<file path="src/rtl/core/hanja_hangul_code_converter_assert.svh">
// assertion macros shared by the converter rtl
// depends on nothing; included by modules that carry concurrent checks
`ifndef HANJA_HANGUL_CODE_CONVERTER_ASSERT_SVH
`define HANJA_HANGUL_CODE_CONVERTER_ASSERT_SVH

// same-cycle implication, checked outside reset
`define HHCC_ASSERT_IMP(label, clk, rst_n, ante, cons) \
    label: assert property (@(posedge clk) disable iff (!(rst_n)) (ante) |-> (cons)) \
        else $error("hhcc assertion failed");

// next-cycle implication, checked outside reset
`define HHCC_ASSERT_NXT(label, clk, rst_n, ante, cons) \
    label: assert property (@(posedge clk) disable iff (!(rst_n)) (ante) |=> (cons)) \
        else $error("hhcc assertion failed");

`endif

</file>
<file path="src/rtl/core/hhcc_pkg.sv">
// shared types and constants of the hanja to hangul code converter
// no dependencies; used by every other rtl file except the table ram and the assertion header
package hhcc_pkg;

    // table geometry
    localparam int TABLE_DEPTH  = 512;
    localparam int ADDR_W       = $clog2(TABLE_DEPTH);
    localparam int MAX_READINGS = 63;

    // field widths
    localparam int CMD_W    = 2;
    localparam int INDEX_W  = 9;
    localparam int HANGUL_W = 16;
    localparam int COUNT_W  = 6;
    localparam int OFFSET_W = 13;
    localparam int BYTE_W   = 8;
    localparam int KIND_W   = 2;
    localparam int CFG_W    = 10;

    // commands
    localparam logic [CMD_W-1:0] CMD_LOAD    = 2'd0;
    localparam logic [CMD_W-1:0] CMD_CONVERT = 2'd1;
    localparam logic [CMD_W-1:0] CMD_LIST    = 2'd2;

    // result kinds
    localparam logic [KIND_W-1:0] KIND_CODE  = 2'd0;
    localparam logic [KIND_W-1:0] KIND_CAND  = 2'd1;
    localparam logic [KIND_W-1:0] KIND_EMPTY = 2'd2;

    // hanja code space
    localparam logic [BYTE_W-1:0] LEAD_MIN   = 8'hE0;
    localparam logic [BYTE_W-1:0] LEAD_MAX   = 8'hFA;
    localparam logic [BYTE_W-1:0] TRAIL1_MIN = 8'h31;
    localparam logic [BYTE_W-1:0] TRAIL1_MAX = 8'h7E;
    localparam logic [BYTE_W-1:0] TRAIL2_MIN = 8'h91;
    localparam logic [BYTE_W-1:0] TRAIL2_MAX = 8'hFE;
    localparam logic [BYTE_W-1:0] TRAIL_GAP  = 8'h12;
    localparam int                ROW_SPAN   = 188;
    localparam int                LOW_BAND   = 78;

    localparam logic [CFG_W-1:0] ENTRIES_RESET = 10'd473;

    // one table entry as stored in memory
    typedef struct packed {
        logic [HANGUL_W-1:0] hangul;
        logic [COUNT_W-1:0]  count;
        logic [OFFSET_W-1:0] offset;
    } t_entry;

    // decoded view of the queried two-byte code
    typedef struct packed {
        logic                in_range;
        logic [OFFSET_W-1:0] offset;
        logic [HANGUL_W-1:0] key;
    } t_query;

endpackage

</file>
<file path="src/rtl/core/hhcc_query_decode.sv">
// range check and linear offset of the queried two-byte code
// depends on hhcc_pkg; pure combinational
module hhcc_query_decode (
    input  logic [hhcc_pkg::BYTE_W-1:0] i_code_high,
    input  logic [hhcc_pkg::BYTE_W-1:0] i_code_low,
    output hhcc_pkg::t_query            o_query
);

    logic                              w_lead_ok;
    logic                              w_trail_ok;
    logic [hhcc_pkg::BYTE_W-1:0]       w_trail_adj;
    logic [4:0]                        w_row;
    logic [hhcc_pkg::OFFSET_W-1:0]     w_row_base;

    // hanja lead and trail windows
    always_comb begin
        w_lead_ok  = i_code_high inside {[hhcc_pkg::LEAD_MIN:hhcc_pkg::LEAD_MAX]};
        w_trail_ok = (i_code_low inside {[hhcc_pkg::TRAIL1_MIN:hhcc_pkg::TRAIL1_MAX]}) ||
                     (i_code_low inside {[hhcc_pkg::TRAIL2_MIN:hhcc_pkg::TRAIL2_MAX]});
    end

    // trail position inside a row, upper band closes the gap
    always_comb begin
        if (i_code_low >= hhcc_pkg::TRAIL2_MIN) begin
            w_trail_adj = i_code_low - hhcc_pkg::TRAIL_GAP - hhcc_pkg::TRAIL1_MIN;
        end else begin
            w_trail_adj = i_code_low - hhcc_pkg::TRAIL1_MIN;
        end
    end

    // row times row span plus trail position
    always_comb begin
        w_row      = 5'(i_code_high - hhcc_pkg::LEAD_MIN);
        w_row_base = hhcc_pkg::OFFSET_W'(w_row) *
                     hhcc_pkg::OFFSET_W'(hhcc_pkg::ROW_SPAN);
        o_query.in_range = w_lead_ok && w_trail_ok;
        o_query.offset   = w_row_base + hhcc_pkg::OFFSET_W'(w_trail_adj);
        o_query.key      = {i_code_high, i_code_low};
    end

endmodule

</file>
<file path="config.mk">
export PLATFORM = sky130hd
export DESIGN_NAME = hhcc_query_decode
export DESIGN_NICKNAME = d
export VERILOG_FILES = /design/src/rtl/core/hanja_hangul_code_converter_assert.svh /design/src/rtl/core/hhcc_pkg.sv /design/src/rtl/core/hhcc_query_decode.sv
export SDC_FILE = /design/constraint.sdc
export NUM_CORES = 1
export LEC_CHECK = 0
export BUFFER_PORTS_ARGS = -buffer_cell sky130_fd_sc_hd__buf_2
export CORE_ASPECT_RATIO = 0.9
export CORE_MARGIN = 2
export CORE_UTILIZATION = 55
export DETAILED_ROUTE_END_ITERATION = 10
export PLACE_DENSITY_LB_ADDON = 0.1
export REMOVE_ABC_BUFFERS = 1
export SYNTH_ARGS = -nofsm -noshare
export SYNTH_HDL_FRONTEND = slang
export SYNTH_SLANG_ARGS = --single-unit
</file>
<file path="constraint.sdc">
create_clock -name vclk -period 8.3
set_input_delay 1.66 -clock vclk [all_inputs]
set_output_delay 1.66 -clock vclk [all_outputs]
set_load 0.01 [all_outputs]
</file>
==> Yosys cells after proc, flatten, opt, wreduce, memory -nomap -nowiden <==
Cells that the tools add are included.
{ "totals": {"regBits": 0, "in_bits": 16, "output_inout_bits": 30, "word_cells": 18} }
{ "op_classes": {"addsub": 5, "n_mul": 1, "magnitude_cmp": 6, "muxes": 1, "reduce_logical": 5} }
{ "ops": {"columns": ["op", "n"], "rows": [
  ["$ge 8x8->1 const B", 2],
  ["$le 8x8->1 const B", 2],
  ["$sub 8x6->8 const B", 2],
  ["$add 13x8->13", 1],
  ["$mul 5x6->11 const B", 1],
  ["$ge 8x6->1 const B", 1],
  ["$le 8x7->1 const B", 1],
  ["$mux 8", 1],
  ["$sub 8x5->8 const B", 1],
  ["$sub 5x1->5 const B", 1],
  ["$logic_and 1x1->1", 4],
  ["$logic_or 1x1->1", 1]
]} }

==> Longest topological paths before layout <==
{ "depth": {"word_depth": 4, "mapped_depth": 17, "mapped_depth_nobuf": 17} }

==> Worst setup path before layout <==
No wires, ideal clock.
{ "synth_path": {"path_kind": "input -> output", "from": "input i_code_high[2] in the netlist's numbering", "to": "output o_query[28] in the netlist's numbering", "arrival_time_ns": 4.735, "t_required_ns": 6.640, "path_slack_ns": 1.905, "cell_stages": 14, "path_buffers": 0, "cell_sequence": "fa_1 > inv_1 > fa_1 > inv_1 > ha_1 > ha_1 > a21oi_1 > xnor2_1 > ha_1 > nand2_1 > a21o_1 > a21oi_1 > nand4_1 > xnor2_1"} }
{ "synth_lines": {"columns": ["item", "line_no", "rtl"], "rows": [
  ["from (decl)", "hhcc_query_decode.sv:4", "input logic [hhcc_pkg::BYTE_W-1:0] i_code_high,"],
  ["to (decl)", "hhcc_query_decode.sv:6", "output hhcc_pkg::t_query o_query"]
]} }

==> summary.txt <==
Yosys
  – Post-Synth Adder-Cell Area: around two fifths
  – Synth cell types: 38
  – Post-Synth XOR/XNOR Area: a little over a tenth
  – Post-synthesis mux area share: 1.29%
  – Top cell type's share of synthesized area: roughly 30%
  – Syn Inst Count: between 200 and 250
  – Avg Inst Size Synth: approximately 7.7 sq um
  – Sequential share of the synthesized area: 0%
  – Synth Warn #: 0
  – Mapped Area: between 1500 and 2000 sq um
  – Largest family of logic cells by synthesized area: adder cells
  – Post-synth top area cell: ha_1
  – Post-synthesis compound-gate area fraction: between 10% and 20%
  – Simple-Gate Fraction of Synth Area: 14.1%
  – Synth top area cells: ha_1, fa_1, xnor2_1

Global route
  – Largest net degree at the start of global routing: 10
  – Initial antenna violation count: 0
  – First-pass GRT wire length: slightly above 5000 um
  – Vias in the first global route: between 1000 and 1500
  – Gr usage total: around a fifth
  – Remaining global-route overflow: 0

Pwr
  – Switching share of power: 55.1%
  – Worst IR Drop VDD: roughly 170 uV
  – Pint: approximately 150 uW
  – Lkg Pwr: 0.000910 uW
  – Combinational Power Share: 100.0%
  – NetSw: 182 uW
  – PD cells: 198 nW/um^2
  – Reg power frac: 0%
  – Clock share of power: 0%

Setup path
  – CP delay by family, top: compound AO/OA/AOI/OAI gates
  – Startpoint Class: input pin
  – WP buf/inv: 4
  – CP max stage delay: about 0.4 ns
  – Slowest CP cell: fa_1
  – Critical path class: in -> out
  – CP Max Fanout: 9
  – Critical path origin: i_code_low[0]
  – Crit-path cells: buf_2 > inv_1 > ha_1 > or3b_4 > o21a_1 > o31ai_4 > nor2_1 > a21oi_1 > xnor2_1 > ha_1 > inv_1 > fa_1 > nor2b_1 > o21ai_0 > a21o_1 > a21oi_1 > nand2_1 > xnor2_1 > buf_2
  – WP data arrival: slightly above 5 ns
  – Worst Setup End Kind: primary output
  – WP data required: ~6.6 ns

Detailed routing
  – DRC viols: 0
  – Via/cell ratio: 5.25
  – Post-DRT Antenna Nets: 0
  – Routed WL per cell: 11.9 um
  – DR vias: roughly 1300
  – Routed wire length: just over 3000 um
  – Drt pass-1 iters: 4
  – DR iter-0 viols: 66

Finish
  – # clk buffers: 0
  – Ant diodes: 0
  – Nets: approximately 290
  – P&R area growth vs syn: 7.75%
  – Cell area after layout: 1670 sq um
  – Num sequential: 0
  – Share of layout cells above drive strength 1: between 20% and 30%
  – Register area: 0 sq um

Floorplan
  – Starting Density: a little under three fifths
  – Die H: roughly 54 um
  – Die width: approximately 60 um
  – DIE AREA: ~3300 sq um
  – IO Count: 46
  – Core footprint: roughly 2700 sq um
  – Std cell rows: 18

Run
  – Max-cap violations: 0

CTS
  – Post-CTS Setup Bufs: 0
  – CTS Hold Buffers Added: 0
  – Post-CTS Resized: 0

Timing
  – Final Hold Fails: 0
  – Peak Freq: between 100 and 150 MHz
  – Final setup vio count: 0
  – Slew HR: roughly three quarters
  – Final Critical Period: just under 7 ns
  – Unrepaired setup endpoints after global routing: no
  – Total negative slack: 0 ns
  – Max-slew violations: 0
  – Actual slew at the worst max-slew pin: between 0.4 and 0.5 ns
  – Fin crit share: between 80 and 90%

Placed design
  – Placed Area: approximately 1700 sq um
  – Buffers added on ports: 46
  – Hpwl dp: between 2000 and 3000 um
  – Final GP Congestion: around 0.83

Run status
  – Status: complete, no violations

Worst hold path
  – Hold_sp: i_code_high[6]
  – HP Class: in -> out
[power by group through the flow]
| stage | combinational [uW] | clock, uW | sequential, uW |
|---|---|---|---|
| 2_1_floorplan | 233 | 0 | 0 |
| 6_report | 331 | 0 | 0 |
| 4_1_cts | 334 | 0 | 0 |
| 3_3_place_gp | 323 | 0 | 0 |
| 3_5_place_dp | 331 | 0 | 0 |
| 5_1_grt | 372 | 0 | 0 |
[synth_stat cells (3+ instances only)]
cell type	number
a21o_1	4
a21oi_1	16
buf_4	16
clkbuf_1	3
fa_1	7
ha_1	37
inv_1	32
nand2_1	9
nand4_1	3
nor2_1	11
nor3_1	6
o21ai_0	6
xnor2_1	15
xor2_1	4
[final timing paths]
kind / to / slack (ns) / cells after the start
worst max-delay path: o_query[26] / 1.45 / 19
worst min-delay path: o_query[14] / 3.52 / 2
[cell usage in the layout, fill, tap and decap left out]
cell       instances
or3b_4             1
o21ai_0            6
nand3_1            2
nor2b_1            2
o211ai_1           1
a211oi_1           2
or3_1              2
a221oi_1           1
nand2_1            9
a31o_2             1
o21a_1             2
xor2_1             4
and3_1             1
xnor2_1           15
nor3_1             6
nor4_1             2
o31ai_4            1
mux2i_1            2
o31a_1             1
fa_1               7
a21o_1             4
or4_1              1
o41a_1             1
inv_1             32
and4b_1            1
o21bai_1           1
o2111ai_1          1
and2_1             1
a21oi_1           16
nor2_1            11
nand4_1            3
nand2b_1           1
ha_1              37
maj3_1             2
buf_2             46
[per-layer routing]
metal	part of all wire, %	vias to the layer above	GRT usage, %
li1	-	715	-
met1	50	608	28.6
met3	1.5	0	0
met2	48	20	34.8
met5	0	-	0
met4	0	0	0
[area by class of cell]
cell class,count,area (sq um)
multi-input cells,148,1280
fillers,270,1030
repair buffers,46,230
well taps,30,37.5
inverters,32,120
[per-stage QoR]
step           std cells  util [%]  power [uW]  hold WS (ns)  setup WS [ns]
2_1_floorplan        180         -         233          3.32           1.91
3_3_place_gp         256      61.8         323          3.52           1.55
3_5_place_dp         256      61.8         331          3.52           1.48
4_1_cts              256      61.8         334          3.52           1.45
5_1_grt              256      61.8         372          3.53           1.12
6_report             256      61.8         331          3.52           1.45
[cells by family after synthesis]
| family | after synthesis |
|---|---|
| buf+inv | 53 |
| fa+ha+maj | 46 |
| simple gates | 43 |
| compound gates | 38 |
| xor+xnor | 19 |
| mux | 2 |
(Power assumes the default switching activity.)
