`src/rtl/core/hanja_hangul_code_converter_assert.svh`:
```
// assertion macros shared by the converter rtl
// depends on nothing; included by modules that carry concurrent checks
`ifndef HANJA_HANGUL_CODE_CONVERTER_ASSERT_SVH
`define HANJA_HANGUL_CODE_CONVERTER_ASSERT_SVH

// same-cycle implication, checked outside reset
`define HHCC_ASSERT_IMP(label, clk, rst_n, ante, cons) \
    label: assert property (@(posedge clk) disable iff (!(rst_n)) (ante) |-> (cons)) \
        else $error("hhcc assertion failed");

// next-cycle implication, checked outside reset
`define HHCC_ASSERT_NXT(label, clk, rst_n, ante, cons) \
    label: assert property (@(posedge clk) disable iff (!(rst_n)) (ante) |=> (cons)) \
        else $error("hhcc assertion failed");

`endif

```
`src/rtl/core/hhcc_pkg.sv`:
```
// shared types and constants of the hanja to hangul code converter
// no dependencies; used by every other rtl file except the table ram and the assertion header
package hhcc_pkg;

    // table geometry
    localparam int TABLE_DEPTH  = 512;
    localparam int ADDR_W       = $clog2(TABLE_DEPTH);
    localparam int MAX_READINGS = 63;

    // field widths
    localparam int CMD_W    = 2;
    localparam int INDEX_W  = 9;
    localparam int HANGUL_W = 16;
    localparam int COUNT_W  = 6;
    localparam int OFFSET_W = 13;
    localparam int BYTE_W   = 8;
    localparam int KIND_W   = 2;
    localparam int CFG_W    = 10;

    // commands
    localparam logic [CMD_W-1:0] CMD_LOAD    = 2'd0;
    localparam logic [CMD_W-1:0] CMD_CONVERT = 2'd1;
    localparam logic [CMD_W-1:0] CMD_LIST    = 2'd2;

    // result kinds
    localparam logic [KIND_W-1:0] KIND_CODE  = 2'd0;
    localparam logic [KIND_W-1:0] KIND_CAND  = 2'd1;
    localparam logic [KIND_W-1:0] KIND_EMPTY = 2'd2;

    // hanja code space
    localparam logic [BYTE_W-1:0] LEAD_MIN   = 8'hE0;
    localparam logic [BYTE_W-1:0] LEAD_MAX   = 8'hFA;
    localparam logic [BYTE_W-1:0] TRAIL1_MIN = 8'h31;
    localparam logic [BYTE_W-1:0] TRAIL1_MAX = 8'h7E;
    localparam logic [BYTE_W-1:0] TRAIL2_MIN = 8'h91;
    localparam logic [BYTE_W-1:0] TRAIL2_MAX = 8'hFE;
    localparam logic [BYTE_W-1:0] TRAIL_GAP  = 8'h12;
    localparam int                ROW_SPAN   = 188;
    localparam int                LOW_BAND   = 78;

    localparam logic [CFG_W-1:0] ENTRIES_RESET = 10'd473;

    // one table entry as stored in memory
    typedef struct packed {
        logic [HANGUL_W-1:0] hangul;
        logic [COUNT_W-1:0]  count;
        logic [OFFSET_W-1:0] offset;
    } t_entry;

    // decoded view of the queried two-byte code
    typedef struct packed {
        logic                in_range;
        logic [OFFSET_W-1:0] offset;
        logic [HANGUL_W-1:0] key;
    } t_query;

endpackage

```
`src/rtl/core/hhcc_chan_if.sv`:
```
// request and response channel interfaces of the converter
// depends on hhcc_pkg for field widths
interface hhcc_req_if;
    logic                                valid;
    logic                                ready;
    logic [hhcc_pkg::CMD_W-1:0]          cmd;
    logic [hhcc_pkg::INDEX_W-1:0]        entry_index;
    logic [hhcc_pkg::HANGUL_W-1:0]       entry_hangul;
    logic [hhcc_pkg::COUNT_W-1:0]        entry_count;
    logic [hhcc_pkg::OFFSET_W-1:0]       entry_offset;
    logic [hhcc_pkg::BYTE_W-1:0]         code_high;
    logic [hhcc_pkg::BYTE_W-1:0]         code_low;

    modport source (
        output valid, cmd, entry_index, entry_hangul, entry_count, entry_offset,
               code_high, code_low,
        input  ready
    );
    modport sink (
        input  valid, cmd, entry_index, entry_hangul, entry_count, entry_offset,
               code_high, code_low,
        output ready
    );
endinterface

interface hhcc_rsp_if;
    logic                          valid;
    logic                          ready;
    logic [hhcc_pkg::KIND_W-1:0]   result_kind;
    logic [hhcc_pkg::BYTE_W-1:0]   out_high;
    logic [hhcc_pkg::BYTE_W-1:0]   out_low;
    logic                          passed_through;
    logic                          last;

    modport source (
        output valid, result_kind, out_high, out_low, passed_through, last,
        input  ready
    );
    modport sink (
        input  valid, result_kind, out_high, out_low, passed_through, last,
        output ready
    );
endinterface

```
`src/rtl/core/hhcc_scan_fsm.sv`:
```
// sequencer: table loads, sequential table scans, candidate generation
// depends on hhcc_pkg, hhcc_chan_if and the assertion macro header
module hhcc_scan_fsm (
    input  logic                            i_clk,
    input  logic                            i_rst_n,
    input  logic                            i_cfg_we,
    input  logic [hhcc_pkg::CFG_W-1:0]      i_cfg_data,
    hhcc_req_if.sink                        i_req,
    hhcc_rsp_if.source                      o_rsp,
    input  hhcc_pkg::t_query                i_query,
    output logic [hhcc_pkg::BYTE_W-1:0]     o_code_high,
    output logic [hhcc_pkg::BYTE_W-1:0]     o_code_low,
    output logic                            o_ram_we,
    output logic [hhcc_pkg::ADDR_W-1:0]     o_ram_waddr,
    output hhcc_pkg::t_entry                o_ram_wdata,
    output logic [hhcc_pkg::ADDR_W-1:0]     o_ram_raddr,
    input  hhcc_pkg::t_entry                i_ram_rdata
);

`include "hanja_hangul_code_converter_assert.svh"

    localparam logic [2:0] ST_IDLE       = 3'd0;
    localparam logic [2:0] ST_CONV_START = 3'd1;
    localparam logic [2:0] ST_CONV_SCAN  = 3'd2;
    localparam logic [2:0] ST_LIST_SCAN  = 3'd3;
    localparam logic [2:0] ST_DIV_EST    = 3'd4;
    localparam logic [2:0] ST_DIV_FIX    = 3'd5;
    localparam logic [2:0] ST_EMIT_CAND  = 3'd6;
    localparam logic [2:0] ST_EMIT_ONE   = 3'd7;

    // reciprocal of the row span, applied after dropping two low bits
    localparam int DIV_PRE_SHIFT = 2;
    localparam int RECIP_MUL     = 1394;
    localparam int RECIP_SHIFT   = 16;
    localparam int PROD_W        = 23;
    localparam int Q_W           = 6;
    localparam int REM_W         = 9;
    localparam int LIN_W         = 14;

    localparam logic [hhcc_pkg::BYTE_W-1:0] HIGH_BAND_BIAS =
        hhcc_pkg::TRAIL2_MIN - 8'(hhcc_pkg::LOW_BAND);

    // control state
    logic [2:0]                        r_state, n_state;
    logic [hhcc_pkg::CFG_W-1:0]        r_entries_used, n_entries_used;
    logic [hhcc_pkg::ADDR_W-1:0]       r_cur, n_cur;
    logic [hhcc_pkg::COUNT_W-1:0]      r_left, n_left;
    logic                              r_out_valid, n_out_valid;

    // payload state
    logic [hhcc_pkg::BYTE_W-1:0]       r_code_high, n_code_high;
    logic [hhcc_pkg::BYTE_W-1:0]       r_code_low, n_code_low;
    logic [hhcc_pkg::HANGUL_W-1:0]     r_prev_hangul, n_prev_hangul;
    logic [hhcc_pkg::KIND_W-1:0]       r_res_kind, n_res_kind;
    logic [hhcc_pkg::BYTE_W-1:0]       r_res_high, n_res_high;
    logic [hhcc_pkg::BYTE_W-1:0]       r_res_low, n_res_low;
    logic                              r_res_passed, n_res_passed;
    logic [hhcc_pkg::OFFSET_W-1:0]     r_lin, n_lin;
    logic [Q_W-1:0]                    r_q, n_q;
    logic [hhcc_pkg::BYTE_W-1:0]       r_hi, n_hi;
    logic [hhcc_pkg::BYTE_W-1:0]       r_rem, n_rem;
    logic [hhcc_pkg::KIND_W-1:0]       r_out_kind, n_out_kind;
    logic [hhcc_pkg::BYTE_W-1:0]       r_out_high, n_out_high;
    logic [hhcc_pkg::BYTE_W-1:0]       r_out_low, n_out_low;
    logic                              r_out_passed, n_out_passed;
    logic                              r_out_last, n_out_last;

    logic                              w_in_xfer;
    logic                              w_slot_free;
    logic                              w_scanning;
    logic [hhcc_pkg::ADDR_W-1:0]       w_last;
    logic [PROD_W-1:0]                 w_prod;
    logic [REM_W-1:0]                  w_rem_raw;
    logic [Q_W-1:0]                    w_q_fix;
    logic [REM_W-1:0]                  w_rem_fix;
    logic [hhcc_pkg::COUNT_W-1:0]      w_count_sat;

    // trail byte from position inside a row
    function automatic logic [hhcc_pkg::BYTE_W-1:0] trail_of(
        input logic [hhcc_pkg::BYTE_W-1:0] pos
    );
        if (pos < 8'(hhcc_pkg::LOW_BAND)) begin
            return pos + hhcc_pkg::TRAIL1_MIN;
        end else begin
            return pos + HIGH_BAND_BIAS;
        end
    endfunction

    // handshakes and table ports
    always_comb begin
        i_req.ready = (r_state == ST_IDLE);
        w_in_xfer   = i_req.valid && (r_state == ST_IDLE);
        w_slot_free = !r_out_valid || o_rsp.ready;
        w_scanning  = (r_state == ST_CONV_SCAN) || (r_state == ST_LIST_SCAN);
        o_ram_we    = w_in_xfer && (i_req.cmd == hhcc_pkg::CMD_LOAD) &&
                      (32'(i_req.entry_index) < 32'(hhcc_pkg::TABLE_DEPTH));
        o_ram_waddr = hhcc_pkg::ADDR_W'(i_req.entry_index);
        o_ram_wdata.hangul = i_req.entry_hangul;
        o_ram_wdata.count  = i_req.entry_count;
        o_ram_wdata.offset = i_req.entry_offset;
        o_ram_raddr = w_scanning ? hhcc_pkg::ADDR_W'(r_cur + 1'b1) : '0;
        o_code_high = r_code_high;
        o_code_low  = r_code_low;
    end

    // last searched entry from the entry count register
    always_comb begin
        if (r_entries_used == '0) begin
            w_last = '0;
        end else if (32'(r_entries_used) >= 32'(hhcc_pkg::TABLE_DEPTH)) begin
            w_last = hhcc_pkg::ADDR_W'(hhcc_pkg::TABLE_DEPTH - 1);
        end else begin
            w_last = hhcc_pkg::ADDR_W'(r_entries_used - 1'b1);
        end
    end

    // split of the first candidate offset into row and position
    always_comb begin
        w_prod    = PROD_W'(r_lin >> DIV_PRE_SHIFT) * PROD_W'(RECIP_MUL);
        w_rem_raw = REM_W'(LIN_W'(r_lin) - LIN_W'(r_q) * LIN_W'(hhcc_pkg::ROW_SPAN));
        if (w_rem_raw >= REM_W'(hhcc_pkg::ROW_SPAN)) begin
            w_q_fix   = r_q + 1'b1;
            w_rem_fix = w_rem_raw - REM_W'(hhcc_pkg::ROW_SPAN);
        end else begin
            w_q_fix   = r_q;
            w_rem_fix = w_rem_raw;
        end
        if (32'(i_ram_rdata.count) > 32'(hhcc_pkg::MAX_READINGS)) begin
            w_count_sat = hhcc_pkg::COUNT_W'(hhcc_pkg::MAX_READINGS);
        end else begin
            w_count_sat = i_ram_rdata.count;
        end
    end

    // next state
    always_comb begin
        n_state        = r_state;
        n_entries_used = r_entries_used;
        n_cur          = r_cur;
        n_left         = r_left;
        n_out_valid    = r_out_valid;
        n_code_high    = r_code_high;
        n_code_low     = r_code_low;
        n_prev_hangul  = r_prev_hangul;
        n_res_kind     = r_res_kind;
        n_res_high     = r_res_high;
        n_res_low      = r_res_low;
        n_res_passed   = r_res_passed;
        n_lin          = r_lin;
        n_q            = r_q;
        n_hi           = r_hi;
        n_rem          = r_rem;
        n_out_kind     = r_out_kind;
        n_out_high     = r_out_high;
        n_out_low      = r_out_low;
        n_out_passed   = r_out_passed;
        n_out_last     = r_out_last;

        if (i_cfg_we) begin
            n_entries_used = i_cfg_data;
        end
        if (o_rsp.ready) begin
            n_out_valid = 1'b0;
        end

        case (r_state)
            ST_IDLE: begin
                if (w_in_xfer) begin
                    n_code_high = i_req.code_high;
                    n_code_low  = i_req.code_low;
                    n_cur       = '0;
                    case (i_req.cmd)
                        hhcc_pkg::CMD_CONVERT: n_state = ST_CONV_SCAN;
                        hhcc_pkg::CMD_LIST:    n_state = ST_LIST_SCAN;
                        default:               n_state = ST_IDLE;
                    endcase
                end
            end
            ST_CONV_START: begin
                n_cur   = '0;
                n_state = ST_CONV_SCAN;
            end
            ST_CONV_SCAN: begin
                n_res_kind   = hhcc_pkg::KIND_CODE;
                n_res_passed = 1'b0;
                if (!i_query.in_range) begin
                    n_res_high   = r_code_high;
                    n_res_low    = r_code_low;
                    n_res_passed = 1'b1;
                    n_state      = ST_EMIT_ONE;
                end else if (i_ram_rdata.offset > i_query.offset) begin
                    // offset below entry 0 clamps to entry 0
                    if (r_cur == '0) begin
                        {n_res_high, n_res_low} = i_ram_rdata.hangul;
                    end else begin
                        {n_res_high, n_res_low} = r_prev_hangul;
                    end
                    n_state = ST_EMIT_ONE;
                end else if (r_cur == w_last) begin
                    {n_res_high, n_res_low} = i_ram_rdata.hangul;
                    n_state = ST_EMIT_ONE;
                end else begin
                    n_prev_hangul = i_ram_rdata.hangul;
                    n_cur         = r_cur + 1'b1;
                end
            end
            ST_LIST_SCAN: begin
                if (i_ram_rdata.hangul == i_query.key) begin
                    n_lin  = i_ram_rdata.offset;
                    n_left = w_count_sat;
                    if (w_count_sat == '0) begin
                        n_res_kind   = hhcc_pkg::KIND_EMPTY;
                        n_res_high   = '0;
                        n_res_low    = '0;
                        n_res_passed = 1'b0;
                        n_state      = ST_EMIT_ONE;
                    end else begin
                        n_state = ST_DIV_EST;
                    end
                end else if (r_cur == w_last) begin
                    // no matching hangul: convert the code instead
                    n_state = ST_CONV_START;
                end else begin
                    n_cur = r_cur + 1'b1;
                end
            end
            ST_DIV_EST: begin
                n_q     = Q_W'(w_prod >> RECIP_SHIFT);
                n_state = ST_DIV_FIX;
            end
            ST_DIV_FIX: begin
                n_hi    = hhcc_pkg::LEAD_MIN + hhcc_pkg::BYTE_W'(w_q_fix);
                n_rem   = hhcc_pkg::BYTE_W'(w_rem_fix);
                n_state = ST_EMIT_CAND;
            end
            ST_EMIT_CAND: begin
                if (w_slot_free) begin
                    n_out_valid  = 1'b1;
                    n_out_kind   = hhcc_pkg::KIND_CAND;
                    n_out_high   = r_hi;
                    n_out_low    = trail_of(r_rem);
                    n_out_passed = 1'b0;
                    n_out_last   = (r_left == hhcc_pkg::COUNT_W'(1));
                    n_left       = r_left - 1'b1;
                    if (r_rem == hhcc_pkg::BYTE_W'(hhcc_pkg::ROW_SPAN - 1)) begin
                        n_rem = '0;
                        n_hi  = r_hi + 1'b1;
                    end else begin
                        n_rem = r_rem + 1'b1;
                    end
                    if (r_left == hhcc_pkg::COUNT_W'(1)) begin
                        n_state = ST_IDLE;
                    end
                end
            end
            ST_EMIT_ONE: begin
                if (w_slot_free) begin
                    n_out_valid  = 1'b1;
                    n_out_kind   = r_res_kind;
                    n_out_high   = r_res_high;
                    n_out_low    = r_res_low;
                    n_out_passed = r_res_passed;
                    n_out_last   = 1'b1;
                    n_state      = ST_IDLE;
                end
            end
            default: begin
                n_state = ST_IDLE;
            end
        endcase
    end

    // control registers
    always_ff @(posedge i_clk) begin
        if (!i_rst_n) begin
            r_state        <= ST_IDLE;
            r_entries_used <= hhcc_pkg::ENTRIES_RESET;
            r_cur          <= '0;
            r_left         <= '0;
            r_out_valid    <= 1'b0;
        end else begin
            r_state        <= n_state;
            r_entries_used <= n_entries_used;
            r_cur          <= n_cur;
            r_left         <= n_left;
            r_out_valid    <= n_out_valid;
        end
    end

    // payload registers
    always_ff @(posedge i_clk) begin
        r_code_high   <= n_code_high;
        r_code_low    <= n_code_low;
        r_prev_hangul <= n_prev_hangul;
        r_res_kind    <= n_res_kind;
        r_res_high    <= n_res_high;
        r_res_low     <= n_res_low;
        r_res_passed  <= n_res_passed;
        r_lin         <= n_lin;
        r_q           <= n_q;
        r_hi          <= n_hi;
        r_rem         <= n_rem;
        r_out_kind    <= n_out_kind;
        r_out_high    <= n_out_high;
        r_out_low     <= n_out_low;
        r_out_passed  <= n_out_passed;
        r_out_last    <= n_out_last;
    end

    // response port
    always_comb begin
        o_rsp.valid          = r_out_valid;
        o_rsp.result_kind    = r_out_kind;
        o_rsp.out_high       = r_out_high;
        o_rsp.out_low        = r_out_low;
        o_rsp.passed_through = r_out_passed;
        o_rsp.last           = r_out_last;
    end

    // checks
    `HHCC_ASSERT_IMP(a_scan_in_bounds, i_clk, i_rst_n, w_scanning, r_cur <= w_last)
    `HHCC_ASSERT_IMP(a_cand_left, i_clk, i_rst_n, r_state == ST_EMIT_CAND, r_left != '0)
    `HHCC_ASSERT_IMP(a_rem_bound, i_clk, i_rst_n, r_state == ST_DIV_FIX,
        w_rem_raw < REM_W'(2 * hhcc_pkg::ROW_SPAN))
    `HHCC_ASSERT_NXT(a_final_cand, i_clk, i_rst_n,
        (r_state == ST_EMIT_CAND) && w_slot_free && (r_left == hhcc_pkg::COUNT_W'(1)),
        (r_state == ST_IDLE) && r_out_valid && r_out_last)

endmodule

```
`src/flat_wrapper.sv`:
```
// flat-port wrapper written by rule: the top's interface ports become plain ports
module hhcc_scan_fsm_flat 
  (i_clk, i_rst_n, i_cfg_we, i_cfg_data, i_query, o_code_high, o_code_low, o_ram_we, o_ram_waddr, o_ram_wdata, o_ram_raddr, i_ram_rdata, i_req_valid, i_req_cmd, i_req_entry_index, i_req_entry_hangul, i_req_entry_count, i_req_entry_offset, i_req_code_high, i_req_code_low, i_req_ready, o_rsp_valid, o_rsp_result_kind, o_rsp_out_high, o_rsp_out_low, o_rsp_passed_through, o_rsp_last, o_rsp_ready);
  hhcc_req_if i_req_i ();
  hhcc_rsp_if o_rsp_i ();
  input  logic i_clk;
  input  logic i_rst_n;
  input  logic i_cfg_we;
  input  logic [hhcc_pkg::CFG_W-1:0] i_cfg_data;
  input  hhcc_pkg::t_query i_query;
  output logic [hhcc_pkg::BYTE_W-1:0] o_code_high;
  output logic [hhcc_pkg::BYTE_W-1:0] o_code_low;
  output logic o_ram_we;
  output logic [hhcc_pkg::ADDR_W-1:0] o_ram_waddr;
  output hhcc_pkg::t_entry o_ram_wdata;
  output logic [hhcc_pkg::ADDR_W-1:0] o_ram_raddr;
  input  hhcc_pkg::t_entry i_ram_rdata;
  input wire logic [$bits(i_req_i.valid)-1:0] i_req_valid;
  input wire logic [$bits(i_req_i.cmd)-1:0] i_req_cmd;
  input wire logic [$bits(i_req_i.entry_index)-1:0] i_req_entry_index;
  input wire logic [$bits(i_req_i.entry_hangul)-1:0] i_req_entry_hangul;
  input wire logic [$bits(i_req_i.entry_count)-1:0] i_req_entry_count;
  input wire logic [$bits(i_req_i.entry_offset)-1:0] i_req_entry_offset;
  input wire logic [$bits(i_req_i.code_high)-1:0] i_req_code_high;
  input wire logic [$bits(i_req_i.code_low)-1:0] i_req_code_low;
  output wire logic [$bits(i_req_i.ready)-1:0] i_req_ready;
  output wire logic [$bits(o_rsp_i.valid)-1:0] o_rsp_valid;
  output wire logic [$bits(o_rsp_i.result_kind)-1:0] o_rsp_result_kind;
  output wire logic [$bits(o_rsp_i.out_high)-1:0] o_rsp_out_high;
  output wire logic [$bits(o_rsp_i.out_low)-1:0] o_rsp_out_low;
  output wire logic [$bits(o_rsp_i.passed_through)-1:0] o_rsp_passed_through;
  output wire logic [$bits(o_rsp_i.last)-1:0] o_rsp_last;
  input wire logic [$bits(o_rsp_i.ready)-1:0] o_rsp_ready;
  assign i_req_i.valid = i_req_valid;
  assign i_req_i.cmd = i_req_cmd;
  assign i_req_i.entry_index = i_req_entry_index;
  assign i_req_i.entry_hangul = i_req_entry_hangul;
  assign i_req_i.entry_count = i_req_entry_count;
  assign i_req_i.entry_offset = i_req_entry_offset;
  assign i_req_i.code_high = i_req_code_high;
  assign i_req_i.code_low = i_req_code_low;
  assign i_req_ready = i_req_i.ready;
  assign o_rsp_valid = o_rsp_i.valid;
  assign o_rsp_result_kind = o_rsp_i.result_kind;
  assign o_rsp_out_high = o_rsp_i.out_high;
  assign o_rsp_out_low = o_rsp_i.out_low;
  assign o_rsp_passed_through = o_rsp_i.passed_through;
  assign o_rsp_last = o_rsp_i.last;
  assign o_rsp_i.ready = o_rsp_ready;
  hhcc_scan_fsm u_core (.i_clk(i_clk), .i_rst_n(i_rst_n), .i_cfg_we(i_cfg_we), .i_cfg_data(i_cfg_data), .i_req(i_req_i), .o_rsp(o_rsp_i), .i_query(i_query), .o_code_high(o_code_high), .o_code_low(o_code_low), .o_ram_we(o_ram_we), .o_ram_waddr(o_ram_waddr), .o_ram_wdata(o_ram_wdata), .o_ram_raddr(o_ram_raddr), .i_ram_rdata(i_ram_rdata));
endmodule
```
`config.mk`:
```
export PLATFORM = sky130hd
export DESIGN_NAME = hhcc_scan_fsm_flat
export DESIGN_NICKNAME = d
export VERILOG_FILES = /design/src/rtl/core/hhcc_pkg.sv /design/src/rtl/core/hhcc_chan_if.sv /design/src/rtl/core/hhcc_scan_fsm.sv /design/src/flat_wrapper.sv
export VERILOG_INCLUDE_DIRS = /design/src /design/src/rtl/core
export SDC_FILE = /design/constraint.sdc
export NUM_CORES = 1
export LEC_CHECK = 0
export BUFFER_PORTS_ARGS = -buffer_cell sky130_fd_sc_hd__buf_2
export CORE_UTILIZATION = 55
export CTS_CLUSTER_DIAMETER = 40
export DETAILED_ROUTE_END_ITERATION = 8
export HOLD_SLACK_MARGIN = 0.12
export PLACE_DENSITY = 0.81
export SETUP_SLACK_MARGIN = 0.15
export SYNTH_ARGS = -nofsm -noshare
export SYNTH_HDL_FRONTEND = slang
export SYNTH_SLANG_ARGS = --single-unit
```
`constraint.sdc`:
```
create_clock -name i_clk -period 9.35 [get_ports i_clk]
set_input_delay 0.935 -clock i_clk [delete_from_list [all_inputs] [get_ports i_clk]]
set_output_delay 0.935 -clock i_clk [all_outputs]
set_load 0.005 [all_outputs]
```
# Word-level counts from Yosys, hierarchy flattened
# Cells that the tools add are included.
# totals
output_inout_bits,92
wordCells,162
reg_bits,135
input_bits,142
# classes
mul,2
n_eq_ne,25
bitwise_logic,2
order_cmp,4
add_sub_neg,11
mux,70
reduce_logical,27
# op_table
operator,n
$mux 8,20
$pmux 8 s2,6
$mux 9,8
$pmux 9 s4,1
$mux 3,9
$pmux 3 s8,1
$mul 11x10->21 const B,1
$mux 6,3
$add 8x1->8 const B,2
$eq 16x16->1,1
$gt 13x13->1,1
$eq 3x3->1 const B,4
$pmux 2 s2,3
$pmux 6 s2,1
$reduce_and 3->1,4
$ge 10x10->1 const B,1
$logic_not 10->1,1
$mux 1,10
$mux 2,5
$ne 2x1->1 const B,5
$ne 2x2->1 const B,5
$add 9x1->9 const B,1
$eq 9x9->1,1
$ge 9x8->1 const B,1
34 further kinds,46

# Depth between registers and ports, before layout
# Gate-level depths: netlist of run 1.
# logic_depth
word_depth,8
ltp_mapped,18
mapped_depth_nobuf,18

# Worst setup path before layout of run 1
# OpenSTA, ideal clock, no wires.
# synth_timing
path_kind,reg2reg
startpoint,reg u_core.r_q[2]
endpoint,"reg u_core.r_rem[3] (netlist name), data pin"
path_slack_ns,4.503
stages_incl_launch_ff,19
arrival_time_ns,4.576
path_buffers,0
setup_time_ns,0.271
period_less_slack_ns,4.847
required_ns,9.079
path_cell_list,edfxtp_1 > inv_1 > fa_1 > inv_1 > ha_1 > inv_1 > fa_1 > inv_1 > fa_1 > xnor2_1 > ha_1 > inv_1 > and3_1 > a211o_1 > a311oi_1 > a21oi_1 > nor2_1 > mux2i_1 > o22ai_1
# synth_between
elab_chain_len,5
# synth_rtl
element,line,text
start: declaration,hhcc_scan_fsm.sv:59,"logic [Q_W-1:0] r_q, n_q;"
start signal: assignment,hhcc_scan_fsm.sv:300,r_q <= n_q;
$mul 6x6->7,hhcc_scan_fsm.sv:120,w_rem_raw = REM_W'(LIN_W'(r_lin) - LIN_W'(r_q) * LIN_W'(hhcc_pkg::ROW_SPAN));
$sub 9x9->9,hhcc_scan_fsm.sv:120,
$ge 9x8->1,hhcc_scan_fsm.sv:121,if (w_rem_raw >= REM_W'(hhcc_pkg::ROW_SPAN)) begin
$mux 8,hhcc_scan_fsm.sv:121,
$pmux 8 s2,hhcc_scan_fsm.sv:166,case (r_state)
"net u_core.n_rem, one bit",hhcc_scan_fsm.sv:61,"logic [hhcc_pkg::BYTE_W-1:0] r_rem, n_rem;"
end signal: assignment,hhcc_scan_fsm.sv:302,r_rem <= n_rem;
end: declaration,hhcc_scan_fsm.sv:61,
# The timed path passes the listed nets, and every way through them passes these cells.
# A chain may end at the register's enable or synchronous reset.

# Final worst setup path of run 1
# Same ends and word-level chain as after synthesis.

==> metrics.txt, run 1 <==
status=complete, but fails checks; violated checks=design-rule violations; Synth Register Bits=134; Synth Net Count=roughly 1300; crit path kind=reg -> reg; Placer Congestion=0.918; Slowest-stage cell, CP=edfxtp_1; Slew Viols, Final=0; setup_tns=0 ns; DR DRC count=26; Syn-to-layout area delta=11.2%; post-synth cell types=just under 70; async set-reset flop share out of synthesis=0%; Core ar.=0.0181 mm²; CTS tree=yes; max-cap violation count=0; Critical Path End Type=flop; Critical Path, Cell by Cell=inv_1, fa_1, inv_1, ha_1, inv_1, fa_1, inv_1, fa_1, xnor2_1, ha_1, inv_1, and3_1, a211o_1, a311oi_1, a21oi_1, nor2_1, mux2i_1, o22ai_1; # setup viols final=0; GR Overflow Total=0; layout cells sized above 1=between 10% and 20%; Synth Area per Inst=~10 µm²; power density cells=271 mW/mm²; commonest non-fill, non-tap cells in the layout=buf_2 (145), inv_1 (126), ha_1 (117); Area after DPL=0.0108 mm²; final worst setup slack=3.95 ns; setup repair bufs after CTS=0; biggest area consumer among synthesized cells=edfxtp_1; port buffer count=145; fin nets=approximately 1400; clk buf depth=2; Data arrival, critical path=5.57 ns; most frequent CP cell=inv_1; CTS resizes=0; # hold bufs at CTS=0; Total Wirelength=23300 µm; Hold WS=0.487 ns; DRT antenna net count=0; via count=7766; vias per cell=5.75; Slew HR=19.1%; DR iter-0 viols=618; Critical Path Start Type=flop; Post-synth EDFFs=105; post-synth top area share=30.9%; number of antenna diodes=0; pin count of the biggest net entering global routing=36; synthesized cell area=0.0102 mm²; cell area after layout=0.0113 mm²; first-pass GRT wire length=38100 µm; CTS buffer count=17; row cnt=49; Post-DP HPWL=17300 µm; crit-path max cell delay=0.55 ns; chip width=around 140 µm; starting density of the core=56.4%; CP Buf/Inv Count=5; DP Worst Slack=roughly 4 ns; Fin. Hold Viols=0; Placed Cells=1318; root buffer cell=clkbuf_16; top cells by area, synth=edfxtp_1 (31%), ha_1 (14%), fa_1 (7.3%), dfxtp_1 (5.7%), inv_1 (4.6%); initial antenna violation count=0; final worst path period need=5.40 ns; Total GRT Usage=25.2%; Crit Path Max Fanout=8; io pins=234; Data required, critical path=approximately 9.5 ns; CTS sink cnt=134; Synth Warn #=0; First-pass DRT Iterations=8; Gate Count Post-Synth=1020; Peak VDD IR=264 µV; Final Non-Filler Cells=1350; worst skew pair latency=about 0.43 ns; vias in the first global route=between 7000 and 8000; unrepaired setup endpoints after global routing=false; f_max=185 MHz; Least-Margin Pin Slew=1.21 ns; Die Ht=138 µm; commonest non-fill, non-tap cell in the layout=buf_2; Final Cycle Share=57.8%; # H-tree levels=4; Worst path top cell family by delay=adder cells; sequential share of the synthesized area=36.6%; die area=~0.019 mm²; post-DR wirelength/cell=17.3 µm; Setup Skew=0.00701 ns; Lkg Pwr=5.13 nW; Clock transition at path regs=0.06 ns; Most used DFF post-synth=edfxtp_1; Hold WC Path Type=reg -> reg
[where the power goes]
group | switching, W | internal (W)
Clock | 0.000275 | 0.000395
Sequential | 0.0000937 | 0.000842
Combinational | 0.000861 | 0.000604
Total | 0.00123 | 0.00184
[metrics by stage]
step / utilization (%) / total power [W]
6_report: 62.8 / 0.00307
5_1_grt: 62.8 / 0.00328
4_1_cts: 62.8 / 0.00305
3_5_place_dp: 59.5 / 0.00238
3_3_place_gp: 59.5 / 0.00231
2_1_floorplan: - / 0.00205
[path summary, 6_finish.rpt]
path,from,end,slack [ns],cells past startpoint
worst max-delay path,u_core.r_q[2]$_DFFE_PP_,u_core.r_rem[3]$_DFFE_PP_,3.95,18
worst min-delay path,u_core.r_left[4]$_SDFFE_PN0P_,u_core.r_left[4]$_SDFFE_PN0P_,0.49,2
worst max register to register,u_core.r_q[2]$_DFFE_PP_,u_core.r_rem[3]$_DFFE_PP_,3.95,18
worst min register to register,u_core.r_left[4]$_SDFFE_PN0P_,u_core.r_left[4]$_SDFFE_PN0P_,0.49,2
[flip-flops by register name (all words and copies together) (netlist names), 8 cells and up]
signal,count
u_core.r_hi,8
u_core.r_rem,8
u_core.o_code_high,8
u_core.o_rsp.out_low,8
u_core.r_entries_used,10
u_core.r_res_low,8
u_core.r_prev_hangul,16
u_core.o_rsp.out_high,8
u_core.r_res_high,8
u_core.r_lin,13
u_core.o_code_low,8
u_core.r_cur,9
[worst register-to-register path, cell delays in order (launching register included)]
cell	delay, ns
edfxtp_1	0.55
inv_1	0.11
fa_1	0.55
inv_1	0.04
ha_1	0.26
inv_1	0.06
fa_1	0.53
inv_1	0.07
fa_1	0.43
xnor2_1	0.14
ha_1	0.34
inv_1	0.10
and3_1	0.19
a211o_1	0.26
a311oi_1	0.46
a21oi_1	0.20
nor2_1	0.51
mux2i_1	0.25
o22ai_1	0.10
[logic make-up (layout without fill, tap and decap cells)]
family / after synthesis / after routing / share of synthesized area (%)
xor+xnor: 68 / 68 / 5.84
fa+ha+maj: 154 / 154 / 21.6
mux: 31 / 31 / 3.05
compound gates: 167 / 167 / 11.4
simple gates: 262 / 262 / 12.3
buf+inv: 204 / 305 / 9.27
flops: 134 / 134 / 36.6
[layer usage]
layer	wire length, µm	global-route usage [%]
met1	9770	31.9
met2	11600	43.2
met3	1450	4.54
met4	480	9.11
met5	0	0
[cell usage after synthesis, drive strengths merged (8+ instances only)]
master and instances:
inv 126, ha 117, edfxtp 105, nor2 80, nand2 70, buf 49, xnor2 40, fa 37
a21oi 35, mux2i 30, dfxtp 29, o21ai 29, clkbuf 28, xor2 28, a211oi 21, nand3 21
nor3 18, a31oi 11, and3 11, or3 11, o21a 10, nand4 9, nor4 9, a21o 8
[area by class of cell]
type	count	area (µm²)
timing repair buffer	146	733
sequential	134	3730
inverter	127	477
clock buffer	18	429
tap	229	287
fill	1394	6740
multi-input combinational	682	5540
clock inverter	14	151
No activity file was read; power rests on OpenSTA's default activity.
==> inputs of run 2 (changes only) <==
Settings changed: ABC_AREA from default to 1.
Clock period 9.35 ns to 5.54 ns, I/O delays scaled along.
==> metrics.txt, run 2 <==
clk buf depth=2; fin util=62.4%; worst hold stages=1; Gate Count Post-Synth=roughly 1200; Placed Cells=1546; Data arrival, critical path=4.92 ns; Post-Synth Adder-Cell Area=21.0%; Crit Path Max Fanout=21; # H-tree levels=4; worst skew pair latency=approximately 0.43 ns; DR DRC count=0; Synth Net Count=1526; f_max=211 MHz; DRT antenna net count=0; Slew HR=17.9%; CTS resizes=0; Hold WS=0.300 ns; Die Ht=140 µm; initial antenna violation count=0; vias in the first global route=8440; Most used DFF post-synth=edfxtp_1; top cells by area, synth=edfxtp_1 (30%), ha_1 (14%), nand2_1 (8.7%), inv_1 (7.5%), fa_1 (7.1%); commonest non-fill, non-tap cells in the layout=nand2_1 (242), inv_1 (210), buf_2 (145); crit path kind=reg -> reg; Area after DPL=0.0111 mm²; port buffer count=145; Synth Warn #=0; layout cells sized above 1=15.6%; Setup Skew=0.0180 ns; Peak VDD IR=416 µV; Final Cycle Share=85.6%; Synth Area in XOR/XNOR=~3.8%; Core ar.=0.0187 mm²; post-synth cell types=48; status=completed; Lkg Pwr=5.71 nW; Clock power frac=23.8%; most frequent cells after synthesis=nand2_1 (242), inv_1 (210), ha_1 (117); Post-DP HPWL=18400 µm; async set-reset flop share out of synthesis=0%; biggest area consumer among synthesized cells=edfxtp_1; Post-synth EDFFs=105; Sequential Power Share=between 30% and 40%; commonest non-fill, non-tap cell in the layout=nand2_1; Synth Register Bits=~130; Critical Path End Type=flop; Placer Congestion=0.926; fin nets=1627; unrepaired setup endpoints after global routing=false; Data required, critical path=5.72 ns; CTS tree=yes; root buffer cell=clkbuf_16; DR iter-0 viols=about 750; number of antenna diodes=0; switching share of power=40.4%; internal cell power=0.00282 W; Critical Path Start Type=flop; Largest register FFs=16; Largest regs=u_core.r_prev_hangul x16, u_core.r_lin x13, u_core.r_entries_used x10; cell area after layout=0.0117 mm²; Synth Area per Inst=8.53 µm²; Total Wirelength=24100 µm; Compound-Gate Fraction of Synth Area=9.24%; power density cells=406 mW/mm²; pin count of the biggest net entering global routing=33; CTS buffer count=17; Fin. Hold Viols=0; Reg2Reg Depth=19; Comb pwr share=44.3%; largest family of logic cells by synthesized area=adder cells; Synth Area in Simple Gates=18.3%; Syn-to-layout area delta=11.2%; Net Switching=0.00191 W; First-pass DRT Iterations=5; final worst path period need=4.74 ns; post-synth top area share=30.0%; synthesized cell area=0.0105 mm²; Clock transition at path regs=0.06 ns; # hold bufs at CTS=0; CTS sink cnt=between 100 and 150; die area=0.0196 mm²; setup repair bufs after CTS=0; chip width=140 µm; via count=8524; max-cap violation count=0; GR Overflow Total=0; starting density of the core=56.1%; post-DR wirelength/cell=15.2 µm; top-count cell post-synth=nand2_1; Hold WC Path Type=in -> reg; setup_tns=0 ns; vias per cell=5.40; Biggest register=u_core.r_prev_hangul; Final Non-Filler Cells=1578; mux contribution to synthesized area=0%; # setup viols final=0; sequential share of the synthesized area=35.6%; Total GRT Usage=25.8%; Slew Viols, Final=0; Least-Margin Pin Slew=1.22 ns; row cnt=50; io pins=234; first-pass GRT wire length=40000 µm
run 2: cell count changes after synthesis, moves of 8 or more:
cell | previous run | this run
a211oi_1 | 21 | 0
a21oi_1 | 35 | 56
and3_1 | 9 | 1
clkbuf_1 | 28 | 12
inv_1 | 126 | 210
mux2i_1 | 30 | 0
nand2_1 | 70 | 242
nand3_1 | 21 | 56
nor2_2 | 0 | 9
o211ai_1 | 6 | 17
o21a_1 | 10 | 0
o21ai_0 | 28 | 75
or3_1 | 11 | 0
xnor2_1 | 40 | 20
run 2: metal layers:
| layer | up-vias | wire (µm) | GRT usage [%] |
|---|---|---|---|
| li1 | 4193 | - | - |
| met3 | 45 | 1710 | 5.81 |
| met5 | - | 0 | 0 |
| met2 | 354 | 11300 | 42.4 |
| met1 | 3932 | 10400 | 33.2 |
| met4 | 0 | 662 | 10.1 |
run 2: path summary, 6_finish.rpt:
path	end	slack (ns)	start
min reg2reg	u_core.r_left[5]$_SDFFE_PN0P_	0.48	u_core.r_left[5]$_SDFFE_PN0P_
max reg2reg	u_core.r_hi[5]$_DFFE_PP_	0.80	u_core.r_q[3]$_DFFE_PP_
max	u_core.r_hi[5]$_DFFE_PP_	0.80	u_core.r_q[3]$_DFFE_PP_
min	u_core.o_code_high[6]$_DFFE_PP_	0.30	i_req_code_high[6]
run 2: final cells by class:
type | count | area [µm²]
Clock buffer | 21 | 440
Clock inverter | 11 | 131
Fill cell | 1437 | 7030
Inverter | 215 | 810
Multi-Input combinational cell | 814 | 5510
Sequential cell | 134 | 3730
Tap cell | 234 | 293
Timing Repair Buffer | 149 | 756
run 2: logic make-up (layout without fill, tap and decap cells):
logic type,after synthesis,in the layout
buffers and inverters,282,396
AND/OR/NAND/NOR,439,439
AO/OA/AOI/OAI,175,175
flip-flops,134,134
adder cells (fa/ha/maj),154,154
XOR/XNOR,46,46
run 2: power groups by stage:
stage	clock network, W	logic, W	registers (W)
after floorplan	0	0.00170	0.00150
after global placement	0	0.00196	0.00152
after detailed placement	0	0.00206	0.00153
after CTS	0.00113	0.00208	0.00151
after global routing	0.00117	0.00242	0.00153
final	0.00112	0.00210	0.00151
run 2: worst max-delay path, stage by stage, from the launching register on:
cell	delay [ns]
edfxtp_1	0.46
inv_1	0.19
fa_1	0.53
inv_1	0.04
ha_1	0.26
inv_1	0.06
fa_1	0.54
inv_1	0.07
fa_1	0.53
inv_1	0.04
ha_1	0.30
inv_1	0.07
xor2_1	0.24
o21ai_2	0.11
o21ai_1	0.23
nand3_2	0.39
nand2_1	0.20
o21ai_2	0.07
nand2_1	0.10
nand2_1	0.07
run 2: through the flow:
stage / power (W) / setup slack [ns]
floorplan: 0.00320 / 1.31
global placement: 0.00348 / 0.983
detailed placement: 0.00359 / 0.809
CTS: 0.00471 / 0.814
global route: 0.00513 / 0.472
finish: 0.00473 / 0.797
